===== config.mk =====
export PLATFORM = sky130hd
export DESIGN_NAME = gradient_color_stop_resolve_core
export DESIGN_NICKNAME = d
export VERILOG_FILES = /design/src/sv/grdcs_pkg.sv /design/src/sv/grdcs_div.sv /design/src/sv/grdcs_dpath.sv /design/src/sv/grdcs_ctrl.sv /design/src/sv/gradient_color_stop_resolve_core.sv
export SDC_FILE = /design/constraint.sdc
export NUM_CORES = 2
export LEC_CHECK = 0
export ABC_AREA = 0
export BUFFER_PORTS_ARGS = -buffer_cell sky130_fd_sc_hd__buf_4
export CORE_MARGIN = 3
export CORE_UTILIZATION = 35
export CTS_BUF_LIST = sky130_fd_sc_hd__clkbuf_4 sky130_fd_sc_hd__clkbuf_8 sky130_fd_sc_hd__clkbuf_16
export CTS_CLUSTER_DIAMETER = 40
export CTS_CLUSTER_SIZE = 12
export DETAILED_ROUTE_END_ITERATION = 8
export PLACE_DENSITY = 0.48
export REMOVE_ABC_BUFFERS = 1
export SYNTH_ARGS = -nofsm -noshare
export SYNTH_HDL_FRONTEND = slang
export SYNTH_SLANG_ARGS = --single-unit

===== constraint.sdc =====
create_clock -name clk -period 9.75 [get_ports clk]
set_clock_uncertainty 0.05 [all_clocks]
set_input_delay 1.4625 -clock clk [delete_from_list [all_inputs] [get_ports clk]]
set_output_delay 1.4625 -clock clk [all_outputs]
set_load 0.02 [all_outputs]

===== src/sv/grdcs_pkg.sv =====
// ----------------------------------------------------------------------------
// grdcs_pkg: shared definitions for the gradient color stop resolver
// Sizes, register indexes, controller states and the command and status
// structs that join the controller to the datapath.
// ----------------------------------------------------------------------------
package grdcs_pkg;

	// sizes
	localparam int MAX_STOPS = 16;
	localparam int FRAC_BITS = 16;
	localparam int OFF_W = 32;
	localparam int COL_W = 32;
	localparam int LEN_W = 31;
	localparam int IDX_W = $clog2(MAX_STOPS);
	localparam int CNT_W = $clog2(MAX_STOPS + 1);
	localparam int NUM_W = 33 + FRAC_BITS;
	localparam int DEN_W = 32;
	localparam int QCNT_W = $clog2(NUM_W + 1);
	localparam int CFG_IDX_W = 1;

	localparam logic signed [OFF_W-1:0] FX_ONE = 32'sh1 <<< FRAC_BITS;

	// configuration register indexes
	localparam logic [CFG_IDX_W-1:0] REG_GRADIENT_LENGTH = 1'd0;
	localparam logic [CFG_IDX_W-1:0] REG_REPEAT_MODE = 1'd1;

	typedef enum logic [4:0] {
		ST_IDLE,
		ST_EMPTY0,
		ST_EMPTY1,
		ST_P1,
		ST_P1_DIV,
		ST_P2,
		ST_P2_MUL,
		ST_P2_DIVGO,
		ST_P2_DIV,
		ST_P3_S0,
		ST_P3_S1,
		ST_P3,
		ST_P3_DIV,
		ST_P4_PRE,
		ST_P4_POST,
		ST_EM_PRE,
		ST_EM_STOP,
		ST_EM_POST
	} state_t;

	typedef enum logic [4:0] {
		OP_NOP,
		OP_LOAD,
		OP_P1_FIX,
		OP_P1_DIV_GO,
		OP_P1_DIV_WB,
		OP_P2_TRACK,
		OP_P2_DIFF,
		OP_P2_MUL,
		OP_P2_DIV_GO,
		OP_P2_WB,
		OP_P3_S0,
		OP_P3_S1,
		OP_P3_DIV_GO,
		OP_P3_WB,
		OP_P4_PRE,
		OP_P4_POST,
		OP_OUT_EMPTY0,
		OP_OUT_EMPTY1,
		OP_OUT_PRE,
		OP_OUT_STOP,
		OP_OUT_POST
	} dp_op_t;

	typedef struct packed {
		dp_op_t op;
		logic [IDX_W-1:0] idx;
		logic first;
		logic is_end;
		logic multi;
		logic [CNT_W-1:0] k;
		logic [CNT_W-1:0] parts;
		logic last;
	} cmd_t;

	typedef struct packed {
		logic valued;
		logic need_div;
		logic div_done;
		logic resc;
		logic span_pos;
		logic pre;
		logic post;
		logic out_free;
	} status_t;

endpackage


===== src/sv/grdcs_div.sv =====
// ----------------------------------------------------------------------------
// grdcs_div: unsigned restoring divider
// One quotient bit per cycle; done pulses for one cycle with the quotient.
// ----------------------------------------------------------------------------
module grdcs_div (
	input  logic clk,
	input  logic arst_n,
	input  logic go,
	input  logic [grdcs_pkg::NUM_W-1:0] num,
	input  logic [grdcs_pkg::DEN_W-1:0] den,
	output logic done,
	output logic [grdcs_pkg::NUM_W-1:0] quot
);

	logic busy_q;
	logic done_q;
	logic [grdcs_pkg::QCNT_W-1:0] cnt_q;
	logic [grdcs_pkg::NUM_W-1:0] acc_q;
	logic [grdcs_pkg::DEN_W-1:0] rem_q;
	logic [grdcs_pkg::DEN_W-1:0] den_q;
	logic [grdcs_pkg::DEN_W:0] trial;
	logic [grdcs_pkg::DEN_W:0] sub;
	logic ge;

	// trial subtraction
	assign trial = {rem_q, acc_q[grdcs_pkg::NUM_W-1]};
	assign sub = trial - {1'b0, den_q};
	assign ge = trial >= {1'b0, den_q};

	// control
	always_ff @(posedge clk or negedge arst_n) begin
		if (!arst_n) begin
			busy_q <= 1'b0;
			done_q <= 1'b0;
			cnt_q <= '0;
		end else begin
			done_q <= 1'b0;
			if (go) begin
				busy_q <= 1'b1;
				cnt_q <= grdcs_pkg::QCNT_W'(grdcs_pkg::NUM_W);
			end else if (busy_q) begin
				cnt_q <= cnt_q - 1'b1;
				if (cnt_q == grdcs_pkg::QCNT_W'(1)) begin
					busy_q <= 1'b0;
					done_q <= 1'b1;
				end
			end
		end
	end

	// dividend, quotient and remainder
	always_ff @(posedge clk) begin
		if (go) begin
			acc_q <= num;
			rem_q <= '0;
			den_q <= den;
		end else if (busy_q) begin
			acc_q <= {acc_q[grdcs_pkg::NUM_W-2:0], ge};
			rem_q <= ge ? sub[grdcs_pkg::DEN_W-1:0] : trial[grdcs_pkg::DEN_W-1:0];
		end
	end

	assign done = done_q;
	assign quot = acc_q;

endmodule


===== src/sv/grdcs_dpath.sv =====
// ----------------------------------------------------------------------------
// grdcs_dpath: datapath of the gradient color stop resolver
// Stop storage, configuration registers, offset arithmetic, the shared
// divider and the output register.
// ----------------------------------------------------------------------------
module grdcs_dpath (
	input  logic clk,
	input  logic arst_n,
	input  logic cfg_we,
	input  logic [grdcs_pkg::CFG_IDX_W-1:0] cfg_index,
	input  logic [grdcs_pkg::LEN_W-1:0] cfg_wdata,
	input  logic signed [grdcs_pkg::OFF_W-1:0] stop_offset,
	input  logic offset_given,
	input  logic offset_in_pixels,
	input  logic [grdcs_pkg::COL_W-1:0] stop_color,
	input  grdcs_pkg::cmd_t cmd,
	output grdcs_pkg::status_t status,
	output logic out_valid,
	input  logic out_ready,
	output logic signed [grdcs_pkg::OFF_W-1:0] position,
	output logic [grdcs_pkg::COL_W-1:0] color,
	output logic last_entry,
	output logic rescaled,
	output logic signed [grdcs_pkg::OFF_W-1:0] span_start,
	output logic signed [grdcs_pkg::OFF_W-1:0] span_end
);

	localparam int PROD_W = 34 + grdcs_pkg::CNT_W;

	function automatic logic signed [grdcs_pkg::OFF_W-1:0] sat32(
		input logic signed [grdcs_pkg::NUM_W:0] v);
		logic [grdcs_pkg::NUM_W-31:0] top;
		top = v[grdcs_pkg::NUM_W:31];
		if (top == '0 || top == '1)
			return v[31:0];
		return v[grdcs_pkg::NUM_W] ? 32'sh8000_0000 : 32'sh7FFF_FFFF;
	endfunction

	// stop storage
	logic signed [grdcs_pkg::OFF_W-1:0] off_mem [grdcs_pkg::MAX_STOPS];
	logic [grdcs_pkg::COL_W-1:0] col_mem [grdcs_pkg::MAX_STOPS];
	logic valued_mem [grdcs_pkg::MAX_STOPS];
	logic pix_mem [grdcs_pkg::MAX_STOPS];

	logic [grdcs_pkg::LEN_W-1:0] len_q;
	logic repeat_q;
	logic signed [grdcs_pkg::OFF_W-1:0] prev_q;
	logic signed [grdcs_pkg::OFF_W-1:0] base_q;
	logic signed [32:0] diff_q;
	logic signed [PROD_W-1:0] prod_s1;
	logic signed [grdcs_pkg::OFF_W-1:0] s0_q;
	logic signed [grdcs_pkg::OFF_W-1:0] s1_q;
	logic resc_q;
	logic pre_q;
	logic post_q;
	logic div_neg_q;

	logic out_valid_q;
	logic signed [grdcs_pkg::OFF_W-1:0] pos_q;
	logic [grdcs_pkg::COL_W-1:0] col_q;
	logic last_q;
	logic resc_out_q;
	logic signed [grdcs_pkg::OFF_W-1:0] span0_q;
	logic signed [grdcs_pkg::OFF_W-1:0] span1_q;

	logic signed [grdcs_pkg::OFF_W-1:0] rd_off;
	logic [grdcs_pkg::COL_W-1:0] rd_col;
	logic rd_valued;
	logic rd_pix;
	logic len_pos;
	logic out_free;

	logic div_go;
	logic div_done;
	logic div_neg_d;
	logic [grdcs_pkg::NUM_W-1:0] div_num;
	logic [grdcs_pkg::DEN_W-1:0] div_den;
	logic [grdcs_pkg::NUM_W-1:0] quot;
	logic signed [grdcs_pkg::NUM_W:0] q_s;

	logic [grdcs_pkg::OFF_W-1:0] off_mag;
	logic signed [32:0] rel;
	logic signed [32:0] span;
	logic [PROD_W-1:0] prod_mag;

	logic new_valued;
	logic signed [grdcs_pkg::OFF_W-1:0] fix_val;
	logic signed [grdcs_pkg::OFF_W-1:0] clamp_val;
	logic signed [grdcs_pkg::NUM_W:0] fill_sum;

	logic wr_off;
	logic wr_valued;
	logic signed [grdcs_pkg::OFF_W-1:0] wr_off_val;

	// read port
	assign rd_off = off_mem[cmd.idx];
	assign rd_col = col_mem[cmd.idx];
	assign rd_valued = valued_mem[cmd.idx];
	assign rd_pix = pix_mem[cmd.idx];
	assign len_pos = len_q != '0;
	assign out_free = !out_valid_q || out_ready;

	// signed quotient and helper values
	assign q_s = div_neg_q ? -$signed({1'b0, quot}) : $signed({1'b0, quot});
	assign off_mag = rd_off[grdcs_pkg::OFF_W-1] ? 32'(-rd_off) : 32'(rd_off);
	assign rel = 33'(rd_off) - 33'(s0_q);
	assign span = 33'(s1_q) - 33'(s0_q);
	assign prod_mag = prod_s1[PROD_W-1] ? PROD_W'(-prod_s1) : PROD_W'(prod_s1);
	assign fill_sum = (grdcs_pkg::NUM_W+1)'(base_q) + q_s;

	// offset fix-up and forward clamp
	always_comb begin
		new_valued = rd_valued || cmd.first || (cmd.is_end && cmd.multi);
		if (rd_valued)
			fix_val = rd_pix ? '0 : rd_off;
		else if (cmd.first)
			fix_val = '0;
		else if (cmd.is_end && cmd.multi)
			fix_val = grdcs_pkg::FX_ONE;
		else
			fix_val = rd_off;
		if (cmd.op == grdcs_pkg::OP_P1_DIV_WB)
			fix_val = sat32(q_s);
		clamp_val = (!cmd.first && fix_val < prev_q) ? prev_q : fix_val;
	end

	// divider operands
	always_comb begin
		div_go = 1'b0;
		div_neg_d = 1'b0;
		div_num = '0;
		div_den = '0;
		case (cmd.op)
			grdcs_pkg::OP_P1_DIV_GO: begin
				div_go = 1'b1;
				div_neg_d = rd_off[grdcs_pkg::OFF_W-1];
				div_num = grdcs_pkg::NUM_W'(off_mag) << grdcs_pkg::FRAC_BITS;
				div_den = grdcs_pkg::DEN_W'(len_q);
			end
			grdcs_pkg::OP_P2_DIV_GO: begin
				div_go = 1'b1;
				div_neg_d = prod_s1[PROD_W-1];
				div_num = grdcs_pkg::NUM_W'(prod_mag);
				div_den = grdcs_pkg::DEN_W'(cmd.parts);
			end
			grdcs_pkg::OP_P3_DIV_GO: begin
				div_go = 1'b1;
				div_num = rel[32] ? '0 :
					(grdcs_pkg::NUM_W'(rel[32:0]) << grdcs_pkg::FRAC_BITS);
				div_den = span[grdcs_pkg::DEN_W-1:0];
			end
			default: begin
				div_go = 1'b0;
			end
		endcase
	end

	// storage write selection
	always_comb begin
		wr_off = 1'b0;
		wr_valued = 1'b0;
		wr_off_val = clamp_val;
		case (cmd.op)
			grdcs_pkg::OP_P1_FIX: begin
				wr_off = new_valued;
				wr_valued = new_valued;
			end
			grdcs_pkg::OP_P1_DIV_WB: begin
				wr_off = 1'b1;
			end
			grdcs_pkg::OP_P2_WB: begin
				wr_off = 1'b1;
				wr_valued = 1'b1;
				wr_off_val = fill_sum[grdcs_pkg::OFF_W-1:0];
			end
			grdcs_pkg::OP_P3_WB: begin
				wr_off = 1'b1;
				wr_off_val = sat32(q_s);
			end
			default: begin
				wr_off = 1'b0;
			end
		endcase
	end

	// stop storage writes
	always_ff @(posedge clk) begin
		if (cmd.op == grdcs_pkg::OP_LOAD) begin
			off_mem[cmd.idx] <= stop_offset;
			col_mem[cmd.idx] <= stop_color;
			valued_mem[cmd.idx] <= offset_given;
			pix_mem[cmd.idx] <= offset_in_pixels;
		end else begin
			if (wr_off)
				off_mem[cmd.idx] <= wr_off_val;
			if (wr_valued)
				valued_mem[cmd.idx] <= 1'b1;
		end
	end

	// configuration registers
	always_ff @(posedge clk or negedge arst_n) begin
		if (!arst_n) begin
			len_q <= '0;
			repeat_q <= 1'b0;
		end else if (cfg_we) begin
			case (cfg_index)
				grdcs_pkg::REG_GRADIENT_LENGTH: len_q <= cfg_wdata;
				grdcs_pkg::REG_REPEAT_MODE: repeat_q <= cfg_wdata[0];
				default: len_q <= len_q;
			endcase
		end
	end

	// working registers
	always_ff @(posedge clk) begin
		if (div_go)
			div_neg_q <= div_neg_d;
		case (cmd.op)
			grdcs_pkg::OP_P1_FIX: begin
				if (new_valued)
					prev_q <= clamp_val;
			end
			grdcs_pkg::OP_P1_DIV_WB: prev_q <= clamp_val;
			grdcs_pkg::OP_P2_TRACK: base_q <= rd_off;
			grdcs_pkg::OP_P2_DIFF: diff_q <= 33'(rd_off) - 33'(base_q);
			grdcs_pkg::OP_P2_MUL: prod_s1 <= PROD_W'(diff_q * $signed({1'b0, cmd.k}));
			grdcs_pkg::OP_P3_S0: s0_q <= rd_off;
			grdcs_pkg::OP_P3_S1: s1_q <= rd_off;
			grdcs_pkg::OP_P4_PRE: pre_q <= rd_off > 0;
			grdcs_pkg::OP_P4_POST: post_q <= rd_off < grdcs_pkg::FX_ONE;
			default: begin
				base_q <= base_q;
			end
		endcase
	end

	// rescale decision
	always_ff @(posedge clk or negedge arst_n) begin
		if (!arst_n)
			resc_q <= 1'b0;
		else if (cmd.op == grdcs_pkg::OP_P3_S1)
			resc_q <= cmd.multi && (repeat_q || s0_q < 0 || rd_off > grdcs_pkg::FX_ONE);
	end

	// output register valid
	always_ff @(posedge clk or negedge arst_n) begin
		if (!arst_n)
			out_valid_q <= 1'b0;
		else if (cmd.op == grdcs_pkg::OP_OUT_EMPTY0 || cmd.op == grdcs_pkg::OP_OUT_EMPTY1 ||
				cmd.op == grdcs_pkg::OP_OUT_PRE || cmd.op == grdcs_pkg::OP_OUT_STOP ||
				cmd.op == grdcs_pkg::OP_OUT_POST)
			out_valid_q <= 1'b1;
		else if (out_ready)
			out_valid_q <= 1'b0;
	end

	// output register payload
	always_ff @(posedge clk) begin
		case (cmd.op)
			grdcs_pkg::OP_OUT_EMPTY0, grdcs_pkg::OP_OUT_EMPTY1: begin
				pos_q <= (cmd.op == grdcs_pkg::OP_OUT_EMPTY1) ? grdcs_pkg::FX_ONE : '0;
				col_q <= '0;
				last_q <= cmd.last;
				resc_out_q <= 1'b0;
				span0_q <= '0;
				span1_q <= '0;
			end
			grdcs_pkg::OP_OUT_PRE, grdcs_pkg::OP_OUT_STOP, grdcs_pkg::OP_OUT_POST: begin
				case (cmd.op)
					grdcs_pkg::OP_OUT_PRE: pos_q <= '0;
					grdcs_pkg::OP_OUT_POST: pos_q <= grdcs_pkg::FX_ONE;
					default: pos_q <= rd_off;
				endcase
				col_q <= rd_col;
				last_q <= cmd.last;
				resc_out_q <= resc_q;
				span0_q <= s0_q;
				span1_q <= s1_q;
			end
			default: begin
				pos_q <= pos_q;
			end
		endcase
	end

	grdcs_div u_div (
		.clk(clk),
		.arst_n(arst_n),
		.go(div_go),
		.num(div_num),
		.den(div_den),
		.done(div_done),
		.quot(quot)
	);

	// status to the controller
	always_comb begin
		status.valued = rd_valued;
		status.need_div = rd_valued && rd_pix && len_pos;
		status.div_done = div_done;
		status.resc = resc_q;
		status.span_pos = span > 0;
		status.pre = pre_q;
		status.post = post_q;
		status.out_free = out_free;
	end

	assign out_valid = out_valid_q;
	assign position = pos_q;
	assign color = col_q;
	assign last_entry = last_q;
	assign rescaled = resc_out_q;
	assign span_start = span0_q;
	assign span_end = span1_q;

endmodule


===== src/sv/grdcs_ctrl.sv =====
// ----------------------------------------------------------------------------
// grdcs_ctrl: controller of the gradient color stop resolver
// Walks the stop list through load, fix-up, even spacing, rescale and
// emission, and issues one datapath command per cycle.
// ----------------------------------------------------------------------------
module grdcs_ctrl (
	input  logic clk,
	input  logic arst_n,
	input  logic in_valid,
	output logic in_ready,
	input  logic list_empty,
	input  logic last_stop,
	input  grdcs_pkg::status_t status,
	output grdcs_pkg::cmd_t cmd
);

	grdcs_pkg::state_t state_q, state_d;
	logic [grdcs_pkg::IDX_W-1:0] i_q, i_d;
	logic [grdcs_pkg::IDX_W-1:0] j_q, j_d;
	logic [grdcs_pkg::IDX_W-1:0] start_q, start_d;
	logic [grdcs_pkg::CNT_W-1:0] count_q, count_d;
	logic run_q, run_d;

	logic is_end;
	logic full;
	logic run_done;
	logic [grdcs_pkg::CNT_W-1:0] cnt_m1;
	logic [grdcs_pkg::IDX_W-1:0] last_idx;

	assign is_end = grdcs_pkg::CNT_W'(i_q) + grdcs_pkg::CNT_W'(1) == count_q;
	assign full = count_q == grdcs_pkg::CNT_W'(grdcs_pkg::MAX_STOPS);
	assign run_done = grdcs_pkg::CNT_W'(j_q) + grdcs_pkg::CNT_W'(1) == grdcs_pkg::CNT_W'(i_q);
	assign cnt_m1 = count_q - grdcs_pkg::CNT_W'(1);
	assign last_idx = cnt_m1[grdcs_pkg::IDX_W-1:0];

	// state and counters
	always_ff @(posedge clk or negedge arst_n) begin
		if (!arst_n) begin
			state_q <= grdcs_pkg::ST_IDLE;
			i_q <= '0;
			j_q <= '0;
			start_q <= '0;
			count_q <= '0;
			run_q <= 1'b0;
		end else begin
			state_q <= state_d;
			i_q <= i_d;
			j_q <= j_d;
			start_q <= start_d;
			count_q <= count_d;
			run_q <= run_d;
		end
	end

	// next state and commands
	always_comb begin
		state_d = state_q;
		i_d = i_q;
		j_d = j_q;
		start_d = start_q;
		count_d = count_q;
		run_d = run_q;
		in_ready = 1'b0;
		cmd.op = grdcs_pkg::OP_NOP;
		cmd.idx = i_q;
		cmd.first = i_q == '0;
		cmd.is_end = is_end;
		cmd.multi = count_q > grdcs_pkg::CNT_W'(1);
		cmd.k = grdcs_pkg::CNT_W'(j_q) - grdcs_pkg::CNT_W'(start_q) + grdcs_pkg::CNT_W'(1);
		cmd.parts = grdcs_pkg::CNT_W'(i_q) - grdcs_pkg::CNT_W'(start_q) + grdcs_pkg::CNT_W'(1);
		cmd.last = 1'b0;
		case (state_q)
			grdcs_pkg::ST_IDLE: begin
				in_ready = 1'b1;
				if (in_valid) begin
					if (list_empty) begin
						count_d = '0;
						state_d = grdcs_pkg::ST_EMPTY0;
					end else begin
						if (!full) begin
							cmd.op = grdcs_pkg::OP_LOAD;
							cmd.idx = count_q[grdcs_pkg::IDX_W-1:0];
							count_d = count_q + grdcs_pkg::CNT_W'(1);
						end
						if (last_stop) begin
							i_d = '0;
							state_d = grdcs_pkg::ST_P1;
						end
					end
				end
			end
			grdcs_pkg::ST_EMPTY0: begin
				if (status.out_free) begin
					cmd.op = grdcs_pkg::OP_OUT_EMPTY0;
					state_d = grdcs_pkg::ST_EMPTY1;
				end
			end
			grdcs_pkg::ST_EMPTY1: begin
				if (status.out_free) begin
					cmd.op = grdcs_pkg::OP_OUT_EMPTY1;
					cmd.last = 1'b1;
					state_d = grdcs_pkg::ST_IDLE;
				end
			end
			// fix-up pass with forward clamp
			grdcs_pkg::ST_P1, grdcs_pkg::ST_P1_DIV: begin
				if (state_q == grdcs_pkg::ST_P1 && status.need_div) begin
					cmd.op = grdcs_pkg::OP_P1_DIV_GO;
					state_d = grdcs_pkg::ST_P1_DIV;
				end else if (state_q == grdcs_pkg::ST_P1 || status.div_done) begin
					cmd.op = (state_q == grdcs_pkg::ST_P1) ? grdcs_pkg::OP_P1_FIX :
						grdcs_pkg::OP_P1_DIV_WB;
					if (is_end) begin
						i_d = '0;
						run_d = 1'b0;
						state_d = grdcs_pkg::ST_P2;
					end else begin
						i_d = i_q + 1'b1;
						state_d = grdcs_pkg::ST_P1;
					end
				end
			end
			// scan for runs of missing offsets
			grdcs_pkg::ST_P2: begin
				if (status.valued && run_q) begin
					cmd.op = grdcs_pkg::OP_P2_DIFF;
					j_d = start_q;
					state_d = grdcs_pkg::ST_P2_MUL;
				end else begin
					if (status.valued) begin
						cmd.op = grdcs_pkg::OP_P2_TRACK;
					end else if (!run_q) begin
						start_d = i_q;
						run_d = 1'b1;
					end
					if (is_end)
						state_d = grdcs_pkg::ST_P3_S0;
					else
						i_d = i_q + 1'b1;
				end
			end
			grdcs_pkg::ST_P2_MUL: begin
				cmd.idx = j_q;
				cmd.op = grdcs_pkg::OP_P2_MUL;
				state_d = grdcs_pkg::ST_P2_DIVGO;
			end
			grdcs_pkg::ST_P2_DIVGO: begin
				cmd.idx = j_q;
				cmd.op = grdcs_pkg::OP_P2_DIV_GO;
				state_d = grdcs_pkg::ST_P2_DIV;
			end
			grdcs_pkg::ST_P2_DIV: begin
				cmd.idx = j_q;
				if (status.div_done) begin
					cmd.op = grdcs_pkg::OP_P2_WB;
					if (run_done) begin
						run_d = 1'b0;
						state_d = grdcs_pkg::ST_P2;
					end else begin
						j_d = j_q + 1'b1;
						state_d = grdcs_pkg::ST_P2_MUL;
					end
				end
			end
			// span capture and rescale
			grdcs_pkg::ST_P3_S0: begin
				cmd.idx = '0;
				cmd.op = grdcs_pkg::OP_P3_S0;
				state_d = grdcs_pkg::ST_P3_S1;
			end
			grdcs_pkg::ST_P3_S1: begin
				cmd.idx = last_idx;
				cmd.op = grdcs_pkg::OP_P3_S1;
				i_d = '0;
				state_d = grdcs_pkg::ST_P3;
			end
			grdcs_pkg::ST_P3: begin
				if (status.resc && status.span_pos) begin
					cmd.op = grdcs_pkg::OP_P3_DIV_GO;
					state_d = grdcs_pkg::ST_P3_DIV;
				end else begin
					state_d = grdcs_pkg::ST_P4_PRE;
				end
			end
			grdcs_pkg::ST_P3_DIV: begin
				if (status.div_done) begin
					cmd.op = grdcs_pkg::OP_P3_WB;
					if (is_end) begin
						state_d = grdcs_pkg::ST_P4_PRE;
					end else begin
						i_d = i_q + 1'b1;
						state_d = grdcs_pkg::ST_P3;
					end
				end
			end
			// padding decisions
			grdcs_pkg::ST_P4_PRE: begin
				cmd.idx = '0;
				cmd.op = grdcs_pkg::OP_P4_PRE;
				state_d = grdcs_pkg::ST_P4_POST;
			end
			grdcs_pkg::ST_P4_POST: begin
				cmd.idx = last_idx;
				cmd.op = grdcs_pkg::OP_P4_POST;
				i_d = '0;
				state_d = grdcs_pkg::ST_EM_PRE;
			end
			// emission
			grdcs_pkg::ST_EM_PRE: begin
				cmd.idx = '0;
				if (!status.pre) begin
					state_d = grdcs_pkg::ST_EM_STOP;
				end else if (status.out_free) begin
					cmd.op = grdcs_pkg::OP_OUT_PRE;
					state_d = grdcs_pkg::ST_EM_STOP;
				end
			end
			grdcs_pkg::ST_EM_STOP: begin
				if (status.out_free) begin
					cmd.op = grdcs_pkg::OP_OUT_STOP;
					cmd.last = is_end && !status.post;
					if (!is_end) begin
						i_d = i_q + 1'b1;
					end else if (status.post) begin
						state_d = grdcs_pkg::ST_EM_POST;
					end else begin
						count_d = '0;
						state_d = grdcs_pkg::ST_IDLE;
					end
				end
			end
			grdcs_pkg::ST_EM_POST: begin
				cmd.idx = last_idx;
				if (status.out_free) begin
					cmd.op = grdcs_pkg::OP_OUT_POST;
					cmd.last = 1'b1;
					count_d = '0;
					state_d = grdcs_pkg::ST_IDLE;
				end
			end
			default: begin
				state_d = grdcs_pkg::ST_IDLE;
			end
		endcase
	end

endmodule


===== src/sv/gradient_color_stop_resolve_core.sv =====
// A non-final stop is taken while idle; a final stop starts a resolve pass.
// Resolve: the stops are scanned in turn; pixel offsets, evenly spaced stops and rescaled
// stops each wait on the shared 49-step divider (one quotient bit per cycle). Entries
// then leave one per cycle while out_ready is held high.
// Reset clears the configuration, the stop count, the controller and the output
// valid; the stop storage is not cleared.
// ----------------------------------------------------------------------------
// gradient_color_stop_resolve_core: gradient color stop resolver
// Collects the color stops of one gradient, resolves their offsets and emits
// the (position, color) entries of the resolved list.
// ----------------------------------------------------------------------------
module gradient_color_stop_resolve_core (
	input  logic clk,
	input  logic arst_n,
	input  logic cfg_we,
	input  logic [grdcs_pkg::CFG_IDX_W-1:0] cfg_index,
	input  logic [grdcs_pkg::LEN_W-1:0] cfg_wdata,
	input  logic in_valid,
	output logic in_ready,
	input  logic signed [grdcs_pkg::OFF_W-1:0] stop_offset,
	input  logic offset_given,
	input  logic offset_in_pixels,
	input  logic [grdcs_pkg::COL_W-1:0] stop_color,
	input  logic list_empty,
	input  logic last_stop,
	output logic out_valid,
	input  logic out_ready,
	output logic signed [grdcs_pkg::OFF_W-1:0] position,
	output logic [grdcs_pkg::COL_W-1:0] color,
	output logic last_entry,
	output logic rescaled,
	output logic signed [grdcs_pkg::OFF_W-1:0] span_start,
	output logic signed [grdcs_pkg::OFF_W-1:0] span_end
);

	grdcs_pkg::cmd_t cmd;
	grdcs_pkg::status_t status;

	grdcs_ctrl u_ctrl (
		.clk(clk),
		.arst_n(arst_n),
		.in_valid(in_valid),
		.in_ready(in_ready),
		.list_empty(list_empty),
		.last_stop(last_stop),
		.status(status),
		.cmd(cmd)
	);

	grdcs_dpath u_dpath (
		.clk(clk),
		.arst_n(arst_n),
		.cfg_we(cfg_we),
		.cfg_index(cfg_index),
		.cfg_wdata(cfg_wdata),
		.stop_offset(stop_offset),
		.offset_given(offset_given),
		.offset_in_pixels(offset_in_pixels),
		.stop_color(stop_color),
		.cmd(cmd),
		.status(status),
		.out_valid(out_valid),
		.out_ready(out_ready),
		.position(position),
		.color(color),
		.last_entry(last_entry),
		.rescaled(rescaled),
		.span_start(span_start),
		.span_end(span_end)
	);

	// a stop is stored only on an accepted input transaction
	a_load_on_accept: assert property (@(posedge clk) disable iff (!arst_n)
		cmd.op == grdcs_pkg::OP_LOAD |-> in_valid && in_ready)
		else $error("stop stored without an input transaction");

	// the output register is loaded only when it is free
	a_out_load_free: assert property (@(posedge clk) disable iff (!arst_n)
		(cmd.op == grdcs_pkg::OP_OUT_PRE || cmd.op == grdcs_pkg::OP_OUT_STOP ||
		cmd.op == grdcs_pkg::OP_OUT_POST || cmd.op == grdcs_pkg::OP_OUT_EMPTY0 ||
		cmd.op == grdcs_pkg::OP_OUT_EMPTY1) |-> status.out_free)
		else $error("output register overwritten");

	// divider completion is a single-cycle pulse
	a_div_pulse: assert property (@(posedge clk) disable iff (!arst_n)
		status.div_done |=> !status.div_done)
		else $error("divider done held");

	// no new stop is taken while a stop entry is loaded into the output register
	a_no_accept_while_emit: assert property (@(posedge clk) disable iff (!arst_n)
		cmd.op == grdcs_pkg::OP_OUT_STOP |-> !in_ready)
		else $error("input accepted during emission");

endmodule


==> run summary <==
status - finished, final reports clean
Setup Fix Bufs, Post-CTS - 0
Storage cell area - 46,400 µm²
DIE HEIGHT - 487 µm
clk sinks - 1,567
Peak VDD IR - 0.179 mV
total global-route track usage - 23.0%
vias in the first global route - 57,858
clock transition at the registers of the reported paths - 0.05 ns
area delta synth->final - 19.9%
Starting Density - 35.4%
Hold WC Path Type - in -> async
WP data arrival - 9.17 ns
crit-path max FO - 32
Cells after Synth - 7,088
simple-gate share of the synthesized area - 14.6%
footprint of the multi-input gates - 31,900 µm²
number of enable flip-flop cells after synthesis - 1,470
Initial DRC Count - 5,258
Area after DPL - 86,900 µm²
post-synthesis compound-gate area fraction - 11.2%
critical path class - reg -> reg
Slew headroom - 11.3%
Post-Syn Area - 80,900 µm²
post-synthesis adder-cell area fraction - 7.16%
Primary FF master, synth - edfxtp_1
Yosys warnings - 0
Rows - 175
CP delay by family, top - compound AO/OA/AOI/OAI gates
WL/cell - 26.0 µm
crit path max-delay cell type - nor2_1
Die Area - 237,000 µm²
CTS tree - yes
share of cells above drive strength 1 - 15.0%
initial antenna violation count - 18
min Tclk post-route - 8.71 ns
Leak - 36.6 nW
Worst Setup End Kind - flop
pre-CTS setup slack - 0.547 ns
setup ws final - 1.04 ns
root buffer cell - clkbuf_16
Final setup viols - 0
TNS Setup - 0 ns
reg2reg end - u_dpath.off_mem[10][15]
Async SR Flop Fraction - 4.15%
Buf/Inv on CP - 4
Slew @ Worst Pin - 1.33 ns
via count - 59,452
clk buf depth - 4
design area - 97,100 µm²
PostCTS Resize Cnt - 0
Mapped Avg Cell Area - 11.4 µm²
drt first pass iters - 8
startpoint types - flop
Final #Nets - 7,954
Critical Path Most Common Cell - a21o_1
CTS Hold Bufs - 0
DRC - 0
gr ovfl total - 0
Yosys reg bits - 1,567
Synth cell types - 109
largest family of logic cells by synthesized area - simple AND/OR/NAND/NOR gates
sequential share of the synthesized area - 57.3%
crit share post-route - 89.4%
required time of the critical path - 10.21 ns
fin. max-slew vios - 0
max cap viols - 0
RSZ-0062 raised after global routing - false
FMAX - 0.115 GHz
RePlAce Congestion - 0.908
antenna violation net count after detailed routing - 0
worst reg2reg startpoint - u_ctrl.state_q[0]
CTS buffer count - 305
IO Pins - 237
core area - 229,000 µm²
total wire length - 278,000 µm
htree depth - 5
Largest stage delay, worst path - 0.87 ns
multiplexer area fraction after synthesis - 2.64%
dpl hpwl - 185,000 µm
IO buf count - 236
Final Hold Viols - 0
PD cells - 185 nW/µm²
reg-to-reg setup timing slack - 1.04 ns
Die Span X - 487 µm
clk_lat worst skew - 0.95 ns
FF-to-FF path depth - 28
Layout fillers - 21,492
Via-to-Cell Ratio - 5.56
Pwr Total - 17.9 mW
Post-Synth XOR/XNOR Area - 3.15%
largest net degree at the start of global routing - 159
global-route wire length before repair - 404,000 µm
-- worst register-to-register path: cells and delay by family (launching register included) --
kind | cells | cell delay [ns]
compound gates | 14 | 3.20
simple gates | 8 | 2.63
buf+inv | 4 | 1.30
flops | 1 | 0.67
mux | 1 | 0.28
fa+ha+maj | 1 | 0.22
-- synth_stat cells (19+ instances only) --
library cell,n,area [µm²]
a211oi_1,69,518
a21o_1,79,593
a21oi_1,240,1200
a22o_1,27,236
a22oi_1,22,165
a311o_1,19,190
a311oi_1,138,1210
a31oi_1,90,563
a41oi_1,25,219
and2_1,97,607
and3_1,153,957
buf_1,29,109
buf_2,47,235
clkbuf_1,270,1010
dfrtp_1,65,1630
dfxtp_1,32,641
edfxtp_1,1470,44100
fa_1,107,2140
ha_1,292,3650
inv_1,392,1470
mux2_2,71,800
mux2i_1,99,991
nand2_1,1191,4470
nand2b_1,53,332
nand3_1,235,1180
nand4_1,45,282
nor2_1,395,1480
nor2b_1,67,419
nor3_1,135,676
nor4_1,45,282
o211ai_1,27,203
o21a_1,40,300
o21ai_0,220,1100
o22ai_1,84,526
o31ai_1,44,330
or3_1,36,225
or4_1,25,188
xnor2_1,197,1730
xor2_1,94,823
-- cells in the final DEF (no fill, tap or decap), types with 152 or more instances in the layout --
master and count:
a21oi_1 238, nand3_1 234, buf_4 421, o21ai_0 218, nand2_1 1188, xnor2_1 196
ha_1 292, and3_1 152, nor2_1 366, edfxtp_1 1470, clkbuf_16 312, inv_1 392
-- flip-flops by register name (all words and copies together), names as in the netlist, 33 cells and up --
| name | cells |
|---|---|
| u_dpath.col_mem | 512 |
| u_dpath.off_mem | 512 |
| u_dpath.u_div.quot | 49 |
| u_dpath.prod_s1 | 39 |
| u_dpath.diff_q | 33 |
-- worst max-delay path by stage --
| stage | slack, ns | from | end | cells past startpoint |
|---|---|---|---|---|
| 4_1_cts | 1.06 | u_ctrl.state_q[0] | u_dpath.off_mem[7][23] | 28 |
| 2_1_floorplan | -4.91 | list_empty | u_dpath.off_mem[0][30] | 23 |
| 3_3_place_gp | 0.72 | in_valid | u_dpath.u_div.quot[44] | 24 |
| 6_report | 1.04 | u_ctrl.state_q[0] | u_dpath.off_mem[10][15] | 28 |
| 5_1_grt | 0.36 | u_ctrl.state_q[0] | u_dpath.u_div.quot[44] | 24 |
| 3_5_place_dp | 0.55 | in_valid | u_dpath.u_div.quot[44] | 24 |
-- logic make-up (layout without fill, tap and decap cells) --
kind of cell | Yosys count | in the layout
simple gates | 2559 | 2559
flops | 1567 | 1567
compound gates | 1314 | 1314
buf+inv | 768 | 1360
fa+ha+maj | 399 | 399
xor+xnor | 291 | 291
mux | 190 | 190
other cells | 0 | 6
-- report_power, final --
part / internal (mW) / switching, mW
combinational: 0.0457 / 0.0685
sequential: 7.31 / 0.0272
clock: 6.85 / 3.62
total: 14.2 / 3.72
-- through the flow --
step	hold slack [ns]	std cells	utilization, %
5_1_grt	0.379	10690	42.5
2_1_floorplan	0.417	6714	-
6_report	0.401	10695	42.5
3_5_place_dp	0.446	10152	38.0
4_1_cts	0.352	10689	42.5
3_3_place_gp	0.437	10152	38.0
-- routing by layer --
metal	vias to the layer above	share of wire, %	GRT usage [%]
met5	-	0.023	0
met2	2089	45	35.9
met1	29984	45	32.4
li1	26892	-	-
met3	477	6.6	4.05
met4	10	3.1	7.12
-- cell type report --
type | count | share of cell area, %
clock inverters | 204 | 2.31
flip-flops and latches | 1567 | 47.8
well taps | 3009 | 3.88
repair buffers | 429 | 3.42
clock buffers | 333 | 8.21
multi-input cells | 4753 | 32.8
diodes | 6 | 0.0155
inverters | 394 | 1.52
No activity file was read; power rests on OpenSTA's default activity.
